===== config.mk =====
export PLATFORM = sky130hd
export DESIGN_NAME = hsv_to_rgb_converter_unit
export DESIGN_NICKNAME = d
export VERILOG_FILES = /design/src/design/hsvrgb_pkg.sv /design/src/design/hsvrgb_ctrl.sv /design/src/design/hsvrgb_hue.sv /design/src/design/hsvrgb_mix.sv /design/src/design/hsv_to_rgb_converter_unit.sv
export VERILOG_INCLUDE_DIRS = /design/src /design/src/design
export SDC_FILE = /design/constraint.sdc
export NUM_CORES = 2
export LEC_CHECK = 0
export BUFFER_PORTS_ARGS = -buffer_cell sky130_fd_sc_hd__buf_2
export CORE_ASPECT_RATIO = 1.25
export CORE_MARGIN = 2
export CORE_UTILIZATION = 45
export CTS_CLUSTER_DIAMETER = 80
export DETAILED_ROUTE_END_ITERATION = 16
export MAX_ROUTING_LAYER = met4
export PLACE_DENSITY = 0.61
export SYNTH_ARGS = -nofsm -noshare
export SYNTH_HDL_FRONTEND = slang
export SYNTH_SLANG_ARGS = --single-unit
export TNS_END_PERCENT = 50

===== constraint.sdc =====
create_clock -name clk_i -period 6.2 [get_ports clk_i]
set_input_delay 1.24 -clock clk_i [delete_from_list [all_inputs] [get_ports clk_i]]
set_output_delay 1.24 -clock clk_i [all_outputs]
set_load 0.1 [all_outputs]

===== src/design/hsv_to_rgb_converter_unit_macros.svh =====
// Assertion macros shared by the HSV to RGB converter modules.
// Needs a clk_i clock and an rst_ni active-low reset in the using module.
`ifndef HSV_TO_RGB_CONVERTER_UNIT_MACROS_SVH
`define HSV_TO_RGB_CONVERTER_UNIT_MACROS_SVH

`ifndef SYNTHESIS

// Checked only while the block is out of reset.
`define HSVRGB_ASSERT(lbl, prop, msg) \
  lbl: assert property (@(posedge clk_i) disable iff (!rst_ni) prop) else $error(msg);

// Checked at every edge, reset included.
`define HSVRGB_ASSERT_ALWAYS(lbl, prop, msg) \
  lbl: assert property (@(posedge clk_i) prop) else $error(msg);

`else

`define HSVRGB_ASSERT(lbl, prop, msg)
`define HSVRGB_ASSERT_ALWAYS(lbl, prop, msg)

`endif

`endif


===== src/design/hsvrgb_pkg.sv =====
// Shared types and constants of the HSV to RGB converter.
// Used by every module of the converter; depends on nothing.
`timescale 1ns / 1ps
`default_nettype none

package hsvrgb_pkg;

  // Number of register stages, the output register included.
  localparam int STAGES = 8;

  // Hue is in sixteenths of a degree; a full turn and one sector.
  localparam int HUE_W = 16;
  localparam int HUE_X_W = 17;
  // Six full turns, so that any 16-bit signed hue becomes positive.
  localparam logic [HUE_X_W-1:0] HUE_BIAS = 17'd34560;

  // A sector of 960 is 64 times 15.
  localparam int SEC_SHIFT = 6;
  localparam int SEC_Y_W = HUE_X_W - SEC_SHIFT;
  localparam logic [3:0] SEC_ODD = 4'd15;

  // Reciprocal of 15 for the coarse quotient, 136 / 2048.
  localparam logic [7:0] Y_RECIP = 8'd136;
  localparam int Y_RECIP_SHIFT = 11;

  // Reciprocal of 6 for folding the turn count, 21 / 128.
  localparam logic [4:0] SIX_RECIP = 5'd21;
  localparam int SIX_RECIP_SHIFT = 7;
  localparam logic [2:0] NUM_SECTORS = 3'd6;

  localparam int TURN_W = 7;
  localparam int REM_W = 10;
  localparam int OUT_W = 13;

  // Sector codes, named by the hues they span.
  localparam logic [2:0] SEC_RY = 3'd0;
  localparam logic [2:0] SEC_YG = 3'd1;
  localparam logic [2:0] SEC_GC = 3'd2;
  localparam logic [2:0] SEC_CB = 3'd3;
  localparam logic [2:0] SEC_BM = 3'd4;
  localparam logic [2:0] SEC_MR = 3'd5;

  // Per-stage load enables and valid bits from the pipeline control.
  typedef struct packed {
    logic [STAGES-1:0] en;
    logic [STAGES-1:0] vld;
  } pipe_ctrl_t;

endpackage

`default_nettype wire


===== src/design/hsvrgb_ctrl.sv =====
// Valid and load-enable chain of the converter pipeline.
// Depends on hsvrgb_pkg and the assertion macro header.
`timescale 1ns / 1ps
`default_nettype none
`include "hsv_to_rgb_converter_unit_macros.svh"

module hsvrgb_ctrl import hsvrgb_pkg::*; (
  input  wire logic       clk_i,
  input  wire logic       rst_ni,
  input  wire logic       in_valid_i,
  output logic            in_stall_o,
  output logic            out_valid_o,
  input  wire logic       out_stall_i,
  output pipe_ctrl_t      ctrl_o
);

  logic [STAGES-1:0] vld_q;
  logic [STAGES-1:0] vld_d;
  logic [STAGES-1:0] en;

  // A stage loads when it is empty or when the stage after it loads,
  // so bubbles are squeezed out while the output is stalled.
  always_comb begin
    en[STAGES-1] = !vld_q[STAGES-1] || !out_stall_i;
    for (int k = STAGES - 2; k >= 0; k--) begin
      en[k] = !vld_q[k] || en[k+1];
    end
  end

  always_comb begin
    vld_d[0] = en[0] ? in_valid_i : vld_q[0];
    for (int k = 1; k < STAGES; k++) begin
      vld_d[k] = en[k] ? vld_q[k-1] : vld_q[k];
    end
  end

  always_ff @(posedge clk_i or negedge rst_ni) begin
    if (!rst_ni) begin
      vld_q <= '0;
    end else begin
      vld_q <= vld_d;
    end
  end

  assign in_stall_o  = !en[0];
  assign out_valid_o = vld_q[STAGES-1];
  assign ctrl_o      = '{en: en, vld: vld_q};

  `HSVRGB_ASSERT(a_stall_only_when_full, in_stall_o |-> (&vld_q), "input stalled with a bubble")
  `HSVRGB_ASSERT(a_count_grows, (in_valid_i && !in_stall_o && !(out_valid_o && !out_stall_i)) |=> ($countones(vld_q) == $past($countones(vld_q)) + 1), "request lost in pipeline")
  `HSVRGB_ASSERT_ALWAYS(a_reset_empty, !rst_ni |-> (vld_q == '0), "pipeline not empty in reset")

endmodule

`default_nettype wire


===== src/design/hsvrgb_hue.sv =====
// Hue path: wraps the hue, finds the sector and the fraction within it.
// Depends on hsvrgb_pkg and the assertion macro header.
`timescale 1ns / 1ps
`default_nettype none
`include "hsv_to_rgb_converter_unit_macros.svh"

module hsvrgb_hue import hsvrgb_pkg::*; #(
  parameter int FRAC_BITS = 12
) (
  input  wire logic                     clk_i,
  input  wire logic                     rst_ni,
  input  wire pipe_ctrl_t               ctrl_i,
  input  wire logic signed [HUE_W-1:0]  hue_i,
  output logic             [2:0]        sector_o,
  output logic             [FRAC_BITS:0] frac_o
);

  localparam int W  = FRAC_BITS + 1;
  localparam int NW = FRAC_BITS + 4;
  localparam int PW = NW + W;
  localparam int MF = (2 ** NW) / 15;
  localparam logic [W-1:0] ONE = {1'b1, {FRAC_BITS{1'b0}}};

  // Stage 0: biased hue.
  logic [HUE_X_W-1:0] x0_q;
  // Stage 1: raw coarse quotient.
  logic [HUE_X_W-1:0] x1_q;
  logic [TURN_W-1:0]  qyr_q;
  // Stage 2: turn count and offset inside the sector.
  logic [TURN_W-1:0]  qy2_q;
  logic [REM_W-1:0]   rem2_q;
  // Stage 3: raw quotients by 6 and by 15.
  logic [TURN_W-1:0]  qy3_q;
  logic [3:0]         q6r_q;
  logic [REM_W-1:0]   rem3_q;
  logic [W-1:0]       fraw_q;
  // Stage 4: results.
  logic [2:0]         sector_q;
  logic [W-1:0]       frac_q;

  logic [SEC_Y_W-1:0]   y1;
  logic [SEC_Y_W+7:0]   yprod;
  logic [SEC_Y_W-1:0]   y2;
  logic [SEC_Y_W-1:0]   ry_full;
  logic [4:0]           ry;
  logic [TURN_W-1:0]    qy_fix;
  logic [3:0]           ry_fix;
  logic [NW-1:0]        n3;
  logic [PW-1:0]        fprod;
  logic [TURN_W+4:0]    q6prod;
  logic [TURN_W-1:0]    r6_full;
  logic [3:0]           r6;
  logic [2:0]           sector_d;
  logic [NW-1:0]        n4;
  logic [NW-1:0]        rf_full;
  logic [4:0]           rf;
  logic [W-1:0]         frac_d;

  always_comb begin
    y1    = x0_q[HUE_X_W-1:SEC_SHIFT];
    yprod = (SEC_Y_W + 8)'(y1) * (SEC_Y_W + 8)'(Y_RECIP);

    // The raw quotient is at most one short; one correction step.
    y2      = x1_q[HUE_X_W-1:SEC_SHIFT];
    ry_full = y2 - SEC_Y_W'(qyr_q) * SEC_Y_W'(SEC_ODD);
    ry      = ry_full[4:0];
    if (ry >= 5'(SEC_ODD)) begin
      qy_fix = qyr_q + TURN_W'(1);
      ry_fix = 4'(ry - 5'(SEC_ODD));
    end else begin
      qy_fix = qyr_q;
      ry_fix = ry[3:0];
    end

    // f = rem * 2^FRAC_BITS / 960 = (rem << (FRAC_BITS - 6)) / 15.
    n3     = NW'(rem2_q) << (FRAC_BITS - SEC_SHIFT);
    fprod  = PW'(n3) * PW'(MF);
    q6prod = (TURN_W + 5)'(qy2_q) * (TURN_W + 5)'(SIX_RECIP);

    r6_full = qy3_q - TURN_W'(q6r_q) * TURN_W'(NUM_SECTORS);
    r6      = r6_full[3:0];
    if (r6 >= 4'(NUM_SECTORS)) begin
      sector_d = 3'(r6 - 4'(NUM_SECTORS));
    end else begin
      sector_d = r6[2:0];
    end

    n4      = NW'(rem3_q) << (FRAC_BITS - SEC_SHIFT);
    rf_full = n4 - NW'(fraw_q) * NW'(SEC_ODD);
    rf      = rf_full[4:0];
    if (rf >= 5'(SEC_ODD)) begin
      frac_d = fraw_q + W'(1);
    end else begin
      frac_d = fraw_q;
    end
  end

  always_ff @(posedge clk_i) begin
    if (ctrl_i.en[0]) begin
      x0_q <= {hue_i[HUE_W-1], hue_i} + HUE_BIAS;
    end
    if (ctrl_i.en[1]) begin
      x1_q  <= x0_q;
      qyr_q <= yprod[Y_RECIP_SHIFT +: TURN_W];
    end
    if (ctrl_i.en[2]) begin
      qy2_q  <= qy_fix;
      rem2_q <= {ry_fix, x1_q[SEC_SHIFT-1:0]};
    end
    if (ctrl_i.en[3]) begin
      qy3_q  <= qy2_q;
      q6r_q  <= q6prod[SIX_RECIP_SHIFT +: 4];
      rem3_q <= rem2_q;
      fraw_q <= fprod[NW +: W];
    end
    if (ctrl_i.en[4]) begin
      sector_q <= sector_d;
      frac_q   <= frac_d;
    end
  end

  assign sector_o = sector_q;
  assign frac_o   = frac_q;

  `HSVRGB_ASSERT(a_sector_range, ctrl_i.vld[4] |-> (sector_q < NUM_SECTORS), "sector out of range")
  `HSVRGB_ASSERT(a_frac_below_one, ctrl_i.vld[4] |-> (frac_q < ONE), "fraction reached one")

endmodule

`default_nettype wire


===== src/design/hsvrgb_mix.sv =====
// Color path: clamps s and v, forms p, q and t, selects r, g and b.
// Depends on hsvrgb_pkg, the hue path results and the macro header.
`timescale 1ns / 1ps
`default_nettype none
`include "hsv_to_rgb_converter_unit_macros.svh"

module hsvrgb_mix import hsvrgb_pkg::*; #(
  parameter int FRAC_BITS = 12
) (
  input  wire logic                      clk_i,
  input  wire logic                      rst_ni,
  input  wire pipe_ctrl_t                ctrl_i,
  input  wire logic signed [HUE_W-1:0]   saturation_i,
  input  wire logic signed [HUE_W-1:0]   brightness_i,
  input  wire logic        [2:0]         sector_i,
  input  wire logic        [FRAC_BITS:0] frac_i,
  output logic             [OUT_W-1:0]   red_o,
  output logic             [OUT_W-1:0]   green_o,
  output logic             [OUT_W-1:0]   blue_o
);

  localparam int W  = FRAC_BITS + 1;
  localparam int PW = 2 * W;
  localparam logic [W-1:0] ONE = {1'b1, {FRAC_BITS{1'b0}}};

  logic [W-1:0] s_q  [0:4];
  logic [W-1:0] v_q  [0:6];
  logic [W-1:0] p_q  [1:6];
  logic         sz_q [0:6];
  logic [2:0]   sec_q [5:6];
  logic [W-1:0] sf_q;
  logic [W-1:0] s1f_q;
  logic [W-1:0] qq_q;
  logic [W-1:0] tt_q;
  logic [OUT_W-1:0] red_q;
  logic [OUT_W-1:0] green_q;
  logic [OUT_W-1:0] blue_q;

  logic [W-1:0]  s_clamp;
  logic [W-1:0]  v_clamp;
  logic [PW-1:0] p_prod;
  logic [PW-1:0] sf_prod;
  logic [PW-1:0] s1f_prod;
  logic [PW-1:0] q_prod;
  logic [PW-1:0] t_prod;
  logic [W-1:0]  r_sel;
  logic [W-1:0]  g_sel;
  logic [W-1:0]  b_sel;

  // Negative values read as zero, values above one as one.
  function automatic logic [W-1:0] clamp_unit(input logic signed [HUE_W-1:0] x);
    logic [HUE_W-2:0] mag;
    mag = x[HUE_W-2:0];
    if (x[HUE_W-1]) begin
      return '0;
    end else if (32'(mag) > 32'(ONE)) begin
      return ONE;
    end else begin
      return W'(mag);
    end
  endfunction

  always_comb begin
    s_clamp  = clamp_unit(saturation_i);
    v_clamp  = clamp_unit(brightness_i);
    p_prod   = PW'(v_q[0]) * PW'(ONE - s_q[0]);
    sf_prod  = PW'(s_q[4]) * PW'(frac_i);
    s1f_prod = PW'(s_q[4]) * PW'(ONE - frac_i);
    q_prod   = PW'(v_q[5]) * PW'(ONE - sf_q);
    t_prod   = PW'(v_q[5]) * PW'(ONE - s1f_q);
  end

  always_comb begin
    if (sz_q[6]) begin
      r_sel = v_q[6];
      g_sel = v_q[6];
      b_sel = v_q[6];
    end else begin
      unique case (sec_q[6])
        SEC_RY: begin
          r_sel = v_q[6];
          g_sel = tt_q;
          b_sel = p_q[6];
        end
        SEC_YG: begin
          r_sel = qq_q;
          g_sel = v_q[6];
          b_sel = p_q[6];
        end
        SEC_GC: begin
          r_sel = p_q[6];
          g_sel = v_q[6];
          b_sel = tt_q;
        end
        SEC_CB: begin
          r_sel = p_q[6];
          g_sel = qq_q;
          b_sel = v_q[6];
        end
        SEC_BM: begin
          r_sel = tt_q;
          g_sel = p_q[6];
          b_sel = v_q[6];
        end
        default: begin
          r_sel = v_q[6];
          g_sel = p_q[6];
          b_sel = qq_q;
        end
      endcase
    end
  end

  always_ff @(posedge clk_i) begin
    if (ctrl_i.en[0]) begin
      s_q[0]  <= s_clamp;
      v_q[0]  <= v_clamp;
      sz_q[0] <= (s_clamp == '0);
    end
    for (int k = 1; k <= 4; k++) begin
      if (ctrl_i.en[k]) begin
        s_q[k] <= s_q[k-1];
      end
    end
    for (int k = 1; k <= 6; k++) begin
      if (ctrl_i.en[k]) begin
        v_q[k]  <= v_q[k-1];
        sz_q[k] <= sz_q[k-1];
      end
    end
    if (ctrl_i.en[1]) begin
      p_q[1] <= p_prod[FRAC_BITS +: W];
    end
    for (int k = 2; k <= 6; k++) begin
      if (ctrl_i.en[k]) begin
        p_q[k] <= p_q[k-1];
      end
    end
    if (ctrl_i.en[5]) begin
      sec_q[5] <= sector_i;
      sf_q     <= sf_prod[FRAC_BITS +: W];
      s1f_q    <= s1f_prod[FRAC_BITS +: W];
    end
    if (ctrl_i.en[6]) begin
      sec_q[6] <= sec_q[5];
      qq_q     <= q_prod[FRAC_BITS +: W];
      tt_q     <= t_prod[FRAC_BITS +: W];
    end
    if (ctrl_i.en[7]) begin
      red_q   <= OUT_W'(r_sel);
      green_q <= OUT_W'(g_sel);
      blue_q  <= OUT_W'(b_sel);
    end
  end

  assign red_o   = red_q;
  assign green_o = green_q;
  assign blue_o  = blue_q;

  `HSVRGB_ASSERT(a_gray_equal, (ctrl_i.vld[6] && ctrl_i.en[7] && sz_q[6]) |=> ((red_o == green_o) && (green_o == blue_o)), "gray request gave unequal channels")

endmodule

`default_nettype wire


===== src/design/hsv_to_rgb_converter_unit.sv =====
// Channel   Direction  Handshake                 Payload
// request   in         in_valid_i / in_stall_o   hue_i, saturation_i, brightness_i
// result    out        out_valid_o / out_stall_i red_o, green_o, blue_o
//
// One request enters per clock while the input is not stalled; each result
// passes through the eight register stages of the hue and color paths.
// Reset clears only the stage valid bits, so the pipeline comes up empty.
// A stalled output holds its stage; earlier stages keep filling bubbles,
// and the input stalls only once every stage holds a request.
//
// Top level of the HSV to RGB converter. Depends on hsvrgb_pkg,
// hsvrgb_ctrl, hsvrgb_hue and hsvrgb_mix.
`timescale 1ns / 1ps
`default_nettype none

module hsv_to_rgb_converter_unit import hsvrgb_pkg::*; #(
  parameter int FRAC_BITS = 12
) (
  input  wire logic                     clk_i,
  input  wire logic                     rst_ni,
  input  wire logic                     in_valid_i,
  output logic                          in_stall_o,
  input  wire logic signed [HUE_W-1:0]  hue_i,
  input  wire logic signed [HUE_W-1:0]  saturation_i,
  input  wire logic signed [HUE_W-1:0]  brightness_i,
  output logic                          out_valid_o,
  input  wire logic                     out_stall_i,
  output logic             [OUT_W-1:0]  red_o,
  output logic             [OUT_W-1:0]  green_o,
  output logic             [OUT_W-1:0]  blue_o
);

  // Stage plan, one register per stage:
  //   0: hue biased by six turns so it is positive; s and v clamped.
  //   1: coarse hue quotient by reciprocal multiply; p = v(1-s).
  //   2: quotient corrected, giving turn count and offset in the sector.
  //   3: turn count folded by six and offset scaled by 1/15 (raw).
  //   4: sector and fraction f corrected.
  //   5: s*f and s*(1-f).
  //   6: q = v(1-sf) and t = v(1-s(1-f)).
  //   7: per-sector selection into the output register.
  pipe_ctrl_t           ctrl;
  logic [2:0]           sector;
  logic [FRAC_BITS:0]   frac;

  hsvrgb_ctrl u_ctrl (
    .clk_i       (clk_i),
    .rst_ni      (rst_ni),
    .in_valid_i  (in_valid_i),
    .in_stall_o  (in_stall_o),
    .out_valid_o (out_valid_o),
    .out_stall_i (out_stall_i),
    .ctrl_o      (ctrl)
  );

  // The hue path delivers sector and fraction at the end of stage four,
  // in step with the saturation and value carried by the color path.
  hsvrgb_hue #(
    .FRAC_BITS (FRAC_BITS)
  ) u_hue (
    .clk_i    (clk_i),
    .rst_ni   (rst_ni),
    .ctrl_i   (ctrl),
    .hue_i    (hue_i),
    .sector_o (sector),
    .frac_o   (frac)
  );

  hsvrgb_mix #(
    .FRAC_BITS (FRAC_BITS)
  ) u_mix (
    .clk_i        (clk_i),
    .rst_ni       (rst_ni),
    .ctrl_i       (ctrl),
    .saturation_i (saturation_i),
    .brightness_i (brightness_i),
    .sector_i     (sector),
    .frac_i       (frac),
    .red_o        (red_o),
    .green_o      (green_o),
    .blue_o       (blue_o)
  );

endmodule

`default_nettype wire

==> flow_summary.yaml <==
worst_hold_path:
  whs_path_depth: 0
  hp-class: "reg2reg"
worst_setup_path:
  cp.arrival_ns: 6.98
  r2r_cells: 30
  crit_required_ns: 6.54
  crit_path_end_kind: "flip-flop"
  cpMaxStageDelayCell: "fa_1"
  crit_top_cell: "fa_1"
  max_stage_delay_ns: 0.52
  start_kind: "flip-flop"
  critPathMaxFanout: 3
  criticalPathCategory: "reg2reg"
outcome:
  status: "complete, but fails checks"
  violations: "setup timing"
timing:
  hold_violations: 0
  relSlewSlack_pct: 23.6
  period_share_pct: 107
  report.final.slew_viol_count: 0
  fin_setup_tns_ns: -3.77
  finalCriticalPeriod_ns: 6.63
  rsz0062_at_grt: "true"
  skew_ns: 0.0329
  tightest_slew_ns: 1.14
  setup_viol_count_final: 23
  whs_ns: 0.403
  max_freq_mhz: 151
  worst_slack_ns: -0.433
die:
  die_y_um: 366
  core_area_um2: 104000
  start_util_pct: 45.4
  io_pins: 93
  die-area_um2: 107000
  die_x_um: 294
  rows: 132
drt:
  routed_wl_um: 102000
  vias: 30928
  ant_nets: 0
  viasPerCell: 4.93
  firstDrtPassIters: 5
  wl_per_cell_um: 16.2
  drc: 0
  initialDrtViolationCount: 1324
synth:
  yosys.area.top_type: "fa_1"
  syn_inst: 4505
  netlist_area_um2: 47200
  synth_warnings: 0
  synthArstFlopShare_pct: 1.84
  synth_fp_nets: 5650
  synth-seq-cells: 434
  synth.top_cell.area_share_pct: 32.8
  ys_seq_area_share_pct: 27.5
  syn_avg_cell_area_um2: 10.5
  synth_edf_count: 426
  ys.flop_type: "edfxtp_1"
  synth_cell_types: 57
  synthTopCellsByArea: "fa_1, edfxtp_1, ha_1, inv_1, and2_1"
grt:
  grt_usage_pct: 20.6
  grt_pass1_vias: 34241
  antenna_found_initial: 4
  grt_max_degree: 59
  grt_pass1_wl_um: 172000
  overflow: 0
cells_and_area:
  drive_gt1_share_pct: 16.6
  nets: 6042
  syn_to_final_growth_pct: 16.4
placed_design:
  gp_congestion: 0.858
  portBuffers: 92
  dpl.hpwl_um: 82300
cts:
  cts_buffers: 45
  cts_max_level: 2
  clkSlewWorstSetupHoldPaths_ns: 0.06
  clkLatencyLatePin_ns: 0.61
  clock_path_buffers: 3
  cts.sinks: 434
  cts_tree: "yes"
  cts-root-buf: "clkbuf_16"
flow_run:
  maxCapViolCount: 0
-- cell type report --
| class | count | area (µm²) |
|---|---|---|
| antenna | 2 | 5.00 |
| clock buffer | 57 | 1230 |
| clock inverter | 25 | 333 |
| fill | 9074 | 49000 |
| inverter | 1035 | 3890 |
| multi-input combinational | 2859 | 31000 |
| sequential | 434 | 13000 |
| tap | 1340 | 1680 |
| timing repair buffer | 522 | 3830 |
-- stage by stage --
stage,area (µm²),std cells,util [%],worst slack [ns]
after floorplan,47500,4505,-,-0.410
after global placement,51800,6131,49.8,-0.501
after detailed placement,51800,6131,49.8,-0.628
after CTS,54300,6249,52.3,-0.359
after global routing,54900,6273,52.9,-0.667
final,54900,6274,52.9,-0.433
-- per-layer routing --
metal	GRT usage [%]	vias to the layer above	routed length [µm]
met4	6.51	0	3550
met3	2.31	180	3870
met1	24.0	15705	40200
met2	37.0	559	54000
met5	-	-	0
li1	-	14484	-
-- flip-flops by register name (all words and copies together), names as in the netlist, 17 cells and up --
signal	cells
u_mix.v_q	91
u_mix.p_q	78
u_mix.s_q	65
u_hue.x0_q	17
-- cells in the mapped netlist, drive strengths merged (49+ instances only) --
master  instances
mux2i          53
and2          406
o21ai          49
fa            773
ha            320
clkbuf        170
nor2          129
a21oi          75
nand2         549
edfxtp        426
inv          1035
xnor2         161
xor2           57
-- critical path: cells and delay by family (launching register included) --
family,cells,cell delay [ns]
simple gates,4,0.65
fa+ha+maj,7,2.68
xor+xnor,2,0.18
flops,1,0.48
buf+inv,9,0.87
compound gates,8,1.53
-- cell usage in the layout (no fill, tap or decap), types with 46 or more instances in the layout --
| master | instances |
|---|---|
| a21oi_1 | 61 |
| and2_1 | 386 |
| buf_2 | 92 |
| buf_4 | 404 |
| clkbuf_16 | 46 |
| edfxtp_1 | 426 |
| fa_1 | 767 |
| ha_1 | 297 |
| inv_1 | 1008 |
| mux2i_1 | 53 |
| nand2_1 | 532 |
| nor2_1 | 107 |
| xnor2_1 | 144 |
| xor2_1 | 50 |
-- path summary, 6_finish.rpt --
path	startpoint	endpoint	slack, ns
min in group asynchronous	rst_ni	u_ctrl.vld_q[0]	0.49
setup reg to reg	u_mix.s1f_q[0]	u_mix.tt_q[10]	-0.43
hold reg to reg	u_mix.p_q[0][53]	u_mix.p_q[0][66]	0.40
setup / recovery	u_mix.s1f_q[0]	u_mix.tt_q[10]	-0.43
max in group asynchronous	rst_ni	u_ctrl.vld_q[6]	5.48
hold / removal	u_mix.p_q[0][53]	u_mix.p_q[0][66]	0.40
-- what timing repair did --
action                     4_1_cts  5_1_grt
hold buffers                     0        0
resized for setup              120      113
cloned                           1        0
buffers inserted                36       27
pin swaps                       98       86
setup endpoints to repair       31       44
-- logic make-up (layout without fill, tap and decap cells) --
family / after synthesis / in the layout / synth area share, %
fa+ha+maj: 1093 / 1093 / 41.3
simple gates: 1243 / 1243 / 12.8
flops: 434 / 434 / 27.5
xor+xnor: 218 / 218 / 4.05
buf+inv: 1212 / 1639 / 9.64
compound gates: 250 / 250 / 3.58
other cells: 0 / 2 / 0
mux: 55 / 55 / 1.17
Power is not shown: default switching activity piles up to over one toggle a cycle in this logic, so the estimate is an artifact.
